$ cat src/hdl/phpd_pkg.sv
// shared types, constants and codes for the planar hold-and-modify pixel decoder
`default_nettype none
package phpd_pkg;

  // palette store size and address width
  localparam int PALETTE_DEPTH = 256;
  localparam int PAL_AW = (PALETTE_DEPTH > 1) ? $clog2(PALETTE_DEPTH) : 1;
  localparam int PAL_W = 24;

  // queue between front and back
  localparam int Q_DEPTH = 2;
  localparam int Q_AW = $clog2(Q_DEPTH);

  // result queue inside the back part
  localparam int OUT_DEPTH = 4;
  localparam int OUT_AW = $clog2(OUT_DEPTH);

  // item kinds
  localparam logic KIND_PIXELS = 1'b0;
  localparam logic KIND_PAL_WR = 1'b1;

  // display modes
  localparam logic [1:0] MODE_NORMAL = 2'd0;
  localparam logic [1:0] MODE_HAM6 = 2'd1;
  localparam logic [1:0] MODE_HAM8 = 2'd2;

  // per-pixel accumulator operations
  localparam logic [1:0] OP_LOAD = 2'd0;
  localparam logic [1:0] OP_BLUE = 2'd1;
  localparam logic [1:0] OP_RED = 2'd2;
  localparam logic [1:0] OP_GREEN = 2'd3;

  // configuration register indexes
  localparam logic [1:0] REG_WIDTH = 2'd0;
  localparam logic [1:0] REG_PLANES = 2'd1;
  localparam logic [1:0] REG_HAM = 2'd2;

  // reset values of the configuration registers
  localparam logic [15:0] WIDTH_RESET = 16'd320;
  localparam logic [3:0] PLANES_RESET = 4'd5;

  typedef struct packed {
    logic        kind;
    logic [63:0] plane_bytes;
    logic [7:0]  palette_index;
    logic [23:0] palette_color;
  } in_item_t;

  typedef struct packed {
    logic [23:0] pixel_rgb;
    logic        row_end;
    logic        last;
  } out_item_t;

  typedef struct packed {
    logic [15:0] image_width;
    logic [3:0]  plane_count;
    logic        ham_enable;
  } cfg_t;

  // classified item as it waits for the back part
  typedef struct packed {
    logic            kind;
    logic [7:0][7:0] idx;
    logic [3:0]      cnt;
    logic            row_start;
    logic            row_end;
    logic [1:0]      mode;
    logic [7:0]      pal_index;
    logic [23:0]     pal_color;
  } q_entry_t;

endpackage
`default_nettype wire

$ cat src/hdl/phpd_front.sv
// front part: accepts items, regroups plane bits, tracks the row column, queues work
`default_nettype none
module phpd_front (
  input  wire logic                clk,
  input  wire logic                rst_n,
  input  wire phpd_pkg::cfg_t      cfg,
  input  wire logic                push,
  output logic                     full,
  input  wire phpd_pkg::in_item_t  in_item,
  output logic                     q_valid,
  output phpd_pkg::q_entry_t       q_head,
  input  wire logic                q_pop
);
  import phpd_pkg::*;

  q_entry_t        q_mem_r [Q_DEPTH];
  logic [Q_AW-1:0] wr_ptr_r, wr_ptr_nxt;
  logic [Q_AW-1:0] rd_ptr_r, rd_ptr_nxt;
  logic [Q_AW:0]   q_cnt_r, q_cnt_nxt;
  logic [12:0]     col_r, col_nxt;

  logic            accept;
  logic [15:0]     width;
  logic [3:0]      planes;
  logic [7:0]      mask;
  logic [1:0]      mode;
  logic [13:0]     groups;
  logic [13:0]     col_inc;
  logic [15:0]     base;
  logic [15:0]     rem;
  logic            visible;
  logic [7:0][7:0] idx;
  q_entry_t        entry;

  assign full = (q_cnt_r == (Q_AW + 1)'(Q_DEPTH));
  assign accept = push && !full;
  assign q_valid = (q_cnt_r != '0);
  assign q_head = q_mem_r[rd_ptr_r];

  // effective width, plane count and mode
  always_comb begin
    width = (cfg.image_width == '0) ? 16'd1 : cfg.image_width;
    planes = (cfg.plane_count > 4'd8) ? 4'd8 : cfg.plane_count;
    for (int p = 0; p < 8; p++) begin
      mask[p] = (4'(p) < planes);
    end
    mode = MODE_NORMAL;
    if (cfg.ham_enable) begin
      if (planes == 4'd5 || planes == 4'd6) begin
        mode = MODE_HAM6;
      end else if (planes == 4'd7 || planes == 4'd8) begin
        mode = MODE_HAM8;
      end
    end
  end

  // bit regrouping: pixel k takes bit 7-k of each plane byte
  always_comb begin
    for (int k = 0; k < 8; k++) begin
      for (int p = 0; p < 8; p++) begin
        idx[k][p] = in_item.plane_bytes[8*p + 7 - k] & mask[p];
      end
    end
  end

  // visible pixels of this group and column advance
  always_comb begin
    groups = {13'((17'(width) + 17'd15) >> 4), 1'b0};
    base = {col_r, 3'b000};
    visible = (base < width);
    rem = width - base;
    col_inc = {1'b0, col_r} + 14'd1;
    col_nxt = col_r;
    if (accept && in_item.kind == KIND_PIXELS) begin
      col_nxt = (col_inc >= groups) ? 13'd0 : col_inc[12:0];
    end
  end

  // classified entry
  always_comb begin
    entry.kind = in_item.kind;
    entry.idx = idx;
    entry.cnt = !visible ? 4'd0 : ((rem >= 16'd8) ? 4'd8 : rem[3:0]);
    entry.row_start = (col_r == '0);
    entry.row_end = visible && (rem <= 16'd8);
    entry.mode = mode;
    entry.pal_index = in_item.palette_index;
    entry.pal_color = in_item.palette_color;
  end

  // queue pointers
  always_comb begin
    wr_ptr_nxt = accept ? wr_ptr_r + 1'b1 : wr_ptr_r;
    rd_ptr_nxt = q_pop ? rd_ptr_r + 1'b1 : rd_ptr_r;
    q_cnt_nxt = q_cnt_r + (Q_AW + 1)'(accept) - (Q_AW + 1)'(q_pop);
  end

  always_ff @(posedge clk) begin
    if (!rst_n) begin
      wr_ptr_r <= '0;
      rd_ptr_r <= '0;
      q_cnt_r <= '0;
      col_r <= '0;
    end else begin
      wr_ptr_r <= wr_ptr_nxt;
      rd_ptr_r <= rd_ptr_nxt;
      q_cnt_r <= q_cnt_nxt;
      col_r <= col_nxt;
    end
  end

  // queue storage
  always_ff @(posedge clk) begin
    if (accept) begin
      q_mem_r[wr_ptr_r] <= entry;
    end
  end

  // queue checks
  a_no_pop_empty: assert property (@(posedge clk) disable iff (!rst_n)
    q_pop |-> q_valid) else $error("queue popped while empty");
  a_cnt_bound: assert property (@(posedge clk) disable iff (!rst_n)
    q_cnt_r <= (Q_AW + 1)'(Q_DEPTH)) else $error("queue count out of range");
  a_col_wrap: assert property (@(posedge clk) disable iff (!rst_n)
    (accept && in_item.kind == KIND_PIXELS && col_inc >= groups) |=> col_r == '0)
    else $error("column did not wrap at row end");

endmodule
`default_nettype wire

$ cat config.mk
export PLATFORM = sky130hd
export DESIGN_NAME = phpd_front
export DESIGN_NICKNAME = d
export VERILOG_FILES = /design/src/hdl/phpd_pkg.sv /design/src/hdl/phpd_front.sv
export SDC_FILE = /design/constraint.sdc
export NUM_CORES = 1
export LEC_CHECK = 0
export BUFFER_PORTS_ARGS = -buffer_cell sky130_fd_sc_hd__buf_2
export CAP_MARGIN = 25
export CELL_PAD_IN_SITES_DETAIL_PLACEMENT = 2
export CELL_PAD_IN_SITES_GLOBAL_PLACEMENT = 2
export CORE_ASPECT_RATIO = 1.1
export CORE_UTILIZATION = 34
export DETAILED_ROUTE_END_ITERATION = 7
export GPL_ROUTABILITY_DRIVEN = 0
export PLACE_DENSITY = 0.78
export SYNTH_ARGS = -nofsm -noshare
export SYNTH_HDL_FRONTEND = slang
export SYNTH_SLANG_ARGS = --single-unit
$ cat constraint.sdc
create_clock -name clk -period 5.8 [get_ports clk]
set_clock_uncertainty 0.1 [all_clocks]
set_input_delay 0.29 -clock clk [delete_from_list [all_inputs] [get_ports clk]]
set_output_delay 0.29 -clock clk [all_outputs]
set_load 0.005 [all_outputs]
======== After elaboration in Yosys (flattened, before gate mapping) ========
Memory sizes are Yosys's and may differ from the RTL's. A register that Yosys moved wholly into a read port is not among the register bits.
Index checks and enable logic that the tools add are counted.
storage, ports and cells
  bits of input ports ..................... 122
  logic and storage cells ................. 116
  output and inout port bits .............. 107
  memories ................................ 1
  register bits after elaboration ......... 17
  memory bits (writable) .................. 210
memory list
  name     depth  width  rd ports  clocked after Yosys merged registers in  write ports  RTL line          source
  q_mem_r  2      105    1         1                                        1            phpd_front.sv:16  q_entry_t q_mem_r [Q_DEPTH];
cells by class
  equality and inequality tests ........... 5
  magnitude comparators ................... 13
  reduce and logical (&&, ||, !) cells .... 9
  bitwise gates (word level) .............. 65
  $add $sub $neg .......................... 7
  multiplexer cells ....................... 12
operators by type and width
  kind                                                             count
  AND 1 bit                                                        64
  adder 16 x 4 -> 17 bit, second input constant                    1
  >= comparator 16 x 4 -> 1 bit, second input constant             1
  less-or-equal comparator 16 x 4 -> 1 bit, second input constant  1
  logical NOT 16 bit                                               1
  less-than comparator 16 bit                                      1
  less-than comparator 3 x 4 -> 1 bit, first input constant        4
  2-to-1 mux 16 bit                                                1
  subtractor 16 bit                                                1
  adder 13 x 1 -> 14 bit, second input constant                    1
  >= comparator 14 bit                                             1
  logical NOT 13 bit                                               1
  2-to-1 mux 13 bit                                                1
  == test 4 x 3 -> 1 bit, second input constant                    3
  2-to-1 mux 4 bit                                                 3
  less-than comparator 1 x 4 -> 1 bit, first input constant        2
  less-than comparator 2 x 4 -> 1 bit, first input constant        2
  2-to-1 mux 2 bit                                                 3
  == test 4 bit, second input constant                             1
  > comparator 4 bit, second input constant                        1
  2-to-1 mux 1 bit                                                 4
  logical AND 1 bit                                                3
  adder 1 bit, second input constant                               2
  adder 2 x 1 -> 2 bit                                             1
  other kinds (6)                                                  7

======== Depth between registers and ports, before layout ========
  word-level depth ........................ 7
  gate-level depth with buffers ........... 14
  mapped depth without buffers ............ 14

======== Worst setup path after synthesis ========
OpenSTA, ideal clock, no wires.
  path kind ............................... register -> register
  from .................................... register q_cnt_r[1]
  to ...................................... memory q_mem_r[0][0] (netlist name) (enable)
  buffers on the path ..................... 0
  data required time ...................... 5.128 ns
  library setup time ...................... 0.572 ns
  slack ................................... 0.129 ns
  stages on the path, launching flop included .. 4
  clock period less this slack ............ 5.671 ns
  arrival time ............................ 4.999 ns
  path through ............................ dfxtp_1 -> nor2b_4 -> nand2b_4 -> nor2_1
on the way
  cells in the longest elaborated chain, start to end .. 5
RTL lines
  item                                    RTL line           source
  from (decl)                             phpd_front.sv:19   logic [Q_AW:0] q_cnt_r, q_cnt_nxt;
  from (signal assigned)                  phpd_front.sv:107  q_cnt_r <= q_cnt_nxt;
  == test 2 bit                           phpd_front.sv:35   assign full = (q_cnt_r == (Q_AW + 1)'(Q_DEPTH));
  net full                                phpd_front.sv:8    output logic full,
  logical NOT 1 bit                       phpd_front.sv:36   assign accept = push && !full;
  logical AND 1 bit                       phpd_front.sv:36
  2-to-1 mux 1 bit                        phpd_front.sv:114  if (accept) begin
  2-to-1 mux 1 bit (implied by the code)  phpd_front.sv:115  q_mem_r[wr_ptr_r] <= entry;
  to (decl)                               phpd_front.sv:16
The timed path passes the listed nets, and every way through them passes these cells.

======== Final worst setup path ========
  from .................................... register col_r[1]
  to ...................................... register col_r[9]
on the way
  cells in the longest elaborated chain, start to end .. 3
RTL lines
  item                        RTL line           source
  from (decl)                 phpd_front.sv:20   logic [12:0] col_r, col_nxt;
  from (signal assigned)      phpd_front.sv:108  col_r <= col_nxt;
  adder 13 x 1 -> 14 bit (*)  phpd_front.sv:72   col_inc = {1'b0, col_r} + 14'd1;
  >= comparator 14 bit        phpd_front.sv:75   col_nxt = (col_inc >= groups) ? 13'd0 : col_inc[12:0];
  2-to-1 mux 13 bit (*)       phpd_front.sv:75
Mark *: on every way between the ends. The rest lies on a longest branch, timed or not.
A chain may end at the register's enable or synchronous reset.

==> results.py <==
metrics = {
    "status": {
        "outcome": "complete, no violations",
    },
    "power": {
        "p_seq_share_pct": 48.7,
        "p_leak_uw": 0.00503,
        "ir_drop_mv": 0.165,
        "swShare_pct": 26.2,
        "powerDensity_mw_per_mm2": 334,
        "clkPwrFrac_pct": 33.7,
        "p_int_uw": 3240,
        "p_switching_uw": 1150,
        "combPwrFrac_pct": 17.6,
    },
    "global_route": {
        "antenna_found_initial": 5,
        "grt_max_degree": 71,
        "grt_usage_pct": 20.1,
        "grt_pass1_wl_um": 46500,
        "grt_remaining_overflow": 0,
        "grt_pass1_vias": 7513,
    },
    "worst_setup_path": {
        "critPathBufInv": 0,
        "start_kind": "flip-flop",
        "crit_path_max_incr_delay_ns": 0.68,
        "slowest_stage": "nor4_1",
        "cp_top_family": "simple AND/OR/NAND/NOR gates",
        "worstPathCellList": "ha_1 -> nand3_1 -> nor4_1 -> nand3_1 -> xnor2_1 -> ha_1 -> a21oi_1 -> o22ai_1 -> a2111oi_4 -> and2_1 -> o21ai_0 -> a31oi_1",
        "reg2reg_slack_ns": 1.84,
        "worstSetupPathType": "flip-flop to flip-flop",
        "worstPathRequired_ns": 6.13,
        "cp.arrival_ns": 4.29,
        "crit_path_end_kind": "flip-flop",
        "critPathMaxFanout": 9,
    },
    "yosys": {
        "synth_most_common_cell": "edfxtp_1",
        "avgSynthCellArea_um2": 14.6,
        "yosysSeqAreaShare_pct": 64.4,
        "async_reset_ff_share_pct": 0,
        "synthDominantCellAreaShare_pct": 60.9,
        "synth_ff_type": "edfxtp_1",
        "syn_inst": 708,
        "synth_cell_types": 62,
        "synth_area_mm2": 0.0104,
        "synth_common_cells": "edfxtp_1 (210), mux2_2 (105), nor2b_1 (58), ha_1 (29), clkbuf_1 (27)",
        "yosysWarnings": 0,
        "syn-num-nets": 860,
        "ys_seq_elements": 228,
        "synth_enable_flop_cells": 210,
        "yosys-top-cells-area": "edfxtp_1 (61%), mux2_2 (11%), ha_1 (3.5%), nor2b_1 (3.5%), dfxtp_1 (3.5%)",
        "synth_top_area_cell": "edfxtp_1",
    },
    "drt": {
        "vias_per_cell": 5.03,
        "drt_first_pass_iters": 6,
        "ant_nets": 0,
        "route.detailed.wl_per_inst_um": 23.2,
        "totalWireLength_um": 31900,
        "drc": 0,
        "dr_total_vias": 6917,
        "drt-initial-drc-count": 286,
    },
    "clock_tree": {
        "post_cts.repair.setup_buffers": 0,
        "htreeDepth": 1,
        "cts_resized": 0,
        "numCtsBuffers": 24,
        "cts.sinks": 228,
        "clk_path_buf_depth": 3,
        "cts-root-buf": "clkbuf_16",
        "path_clk_slew_ns": 0.06,
        "cts_tree": "yes",
        "clock_latency_ns": 0.50,
    },
    "floorplan": {
        "num_rows": 66,
        "fp.dieH_um": 185,
        "dieArea_mm2": 0.0312,
        "boundaryPins": 229,
        "core_mm2": 0.0297,
        "die_w_um": 168,
        "start_util_pct": 34.8,
    },
    "sta": {
        "worst_slew_pin_slew_ns": 1.03,
        "drv_slew": 0,
        "rsz0062_at_grt": "no",
        "period_share_pct": 68.3,
        "hold_violations": 0,
        "setup_slack_ns": 1.84,
        "setup_viol": 0,
        "clock.fmax_mhz": 252,
        "fin_crit_ns": 3.96,
        "slew-limit-headroom_pct": 31.4,
        "fin_tns_setup_ns": 0,
    },
    "place": {
        "dpl.hpwl_um": 21900,
        "pre_cts_ws_ns": 1.66,
        "portBuffers": 228,
    },
    "cells_and_area": {
        "drive_above_1_share_pct": 39.7,
        "fin_nets": 1135,
        "syn_to_final_growth_pct": 26.8,
    },
    "run": {
        "drv_cap": 0,
    },
    "min_path": {
        "min_path_type": "input pin to flip-flop",
    },
}
cells in the final DEF, fill, tap and decap left out, types with 22 or more instances in the layout:
cell,count
ha_1,29
and2_1,23
edfxtp_1,210
clkbuf_16,25
xnor2_1,22
mux2_2,105
inv_1,26
nor2b_1,58
dlygate4sd3_1,45
buf_2,228
final cells by class:
cell class                 count  area, um^2
multi-input combinational    420        3480
clock buffer                  30         644
sequential                   228        6670
tap                          374         468
timing repair buffer         283        1670
antenna                        1        2.50
fill                        2985       16600
clock inverter                14         104
inverter                      26        97.6
flip-flops by register name, indices dropped and copies added (netlist names), named ones only:
name      flops
q_mem_r     210
q_cnt_r       2
wr_ptr_r      1
rd_ptr_r      1
col_r        13
routing by layer:
| layer | wire [um] | share of wire [%] | track usage, % | vias up |
|---|---|---|---|---|
| li1 | - | - | - | 3188 |
| met1 | 12400 | 39 | 22.0 | 3483 |
| met2 | 17100 | 53 | 38.7 | 192 |
| met3 | 1740 | 5.4 | 4.27 | 46 |
| met4 | 701 | 2.2 | 5.53 | 8 |
| met5 | 55 | 0.17 | 0 | - |
stage by stage:
step / utilization [%] / hold WS (ns) / std cells / area, um^2 / power (uW)
3_5_place_dp: 40.1 / 0.382 / 1285 / 11900 / 2910
3_3_place_gp: 40.1 / 0.377 / 1285 / 11900 / 2860
4_1_cts: 44.1 / 0.00131 / 1374 / 13100 / 4430
2_1_floorplan: - / 0.289 / 708 / 10400 / 2570
6_report: 44.2 / 0.0105 / 1376 / 13100 / 4390
5_1_grt: 44.2 / 0.00591 / 1376 / 13100 / 4560
power groups by stage:
stage	Clock (uW)	Combinational (uW)	Sequential, uW
after global routing	1570	832	2150
after CTS	1510	778	2140
after global placement	0	716	2140
after detailed placement	0	742	2170
after floorplan	0	413	2150
final	1480	774	2140
worst paths after layout:
| path | start | to | depth (start not counted) |
|---|---|---|---|
| worst min-delay path | in_item[66] | q_mem_r[1][84] | 2 |
| worst max-delay path | col_r[1] | col_r[9] | 12 |
| worst max register to register | col_r[1] | col_r[9] | 12 |
| worst min register to register | col_r[9] | col_r[9] | 1 |
kinds of logic (layout without fill, tap and decap cells):
kind of cell               after synthesis  in the layout  share of synthesized area, %
adders and majority gates               31             31                          3.79
AOI/OAI and AO/OA                       74             74                          5.33
and+or+nand+nor                        177            177                          10.1
buffers and inverters                   60            353                          2.24
xor gates and xnor gates                32             32                          2.71
muxes                                  106            106                          11.5
DFF                                    228            228                          64.4
other                                    0              1                             0
repair_timing:
| item | 4_1_cts | 5_1_grt |
|---|---|---|
| hold buffers | 45 | 0 |
| setup endpoints to repair | 0 | 0 |
| endpoints found under the hold margin | 89 | 0 |
Power figures use the tool's default switching activity.
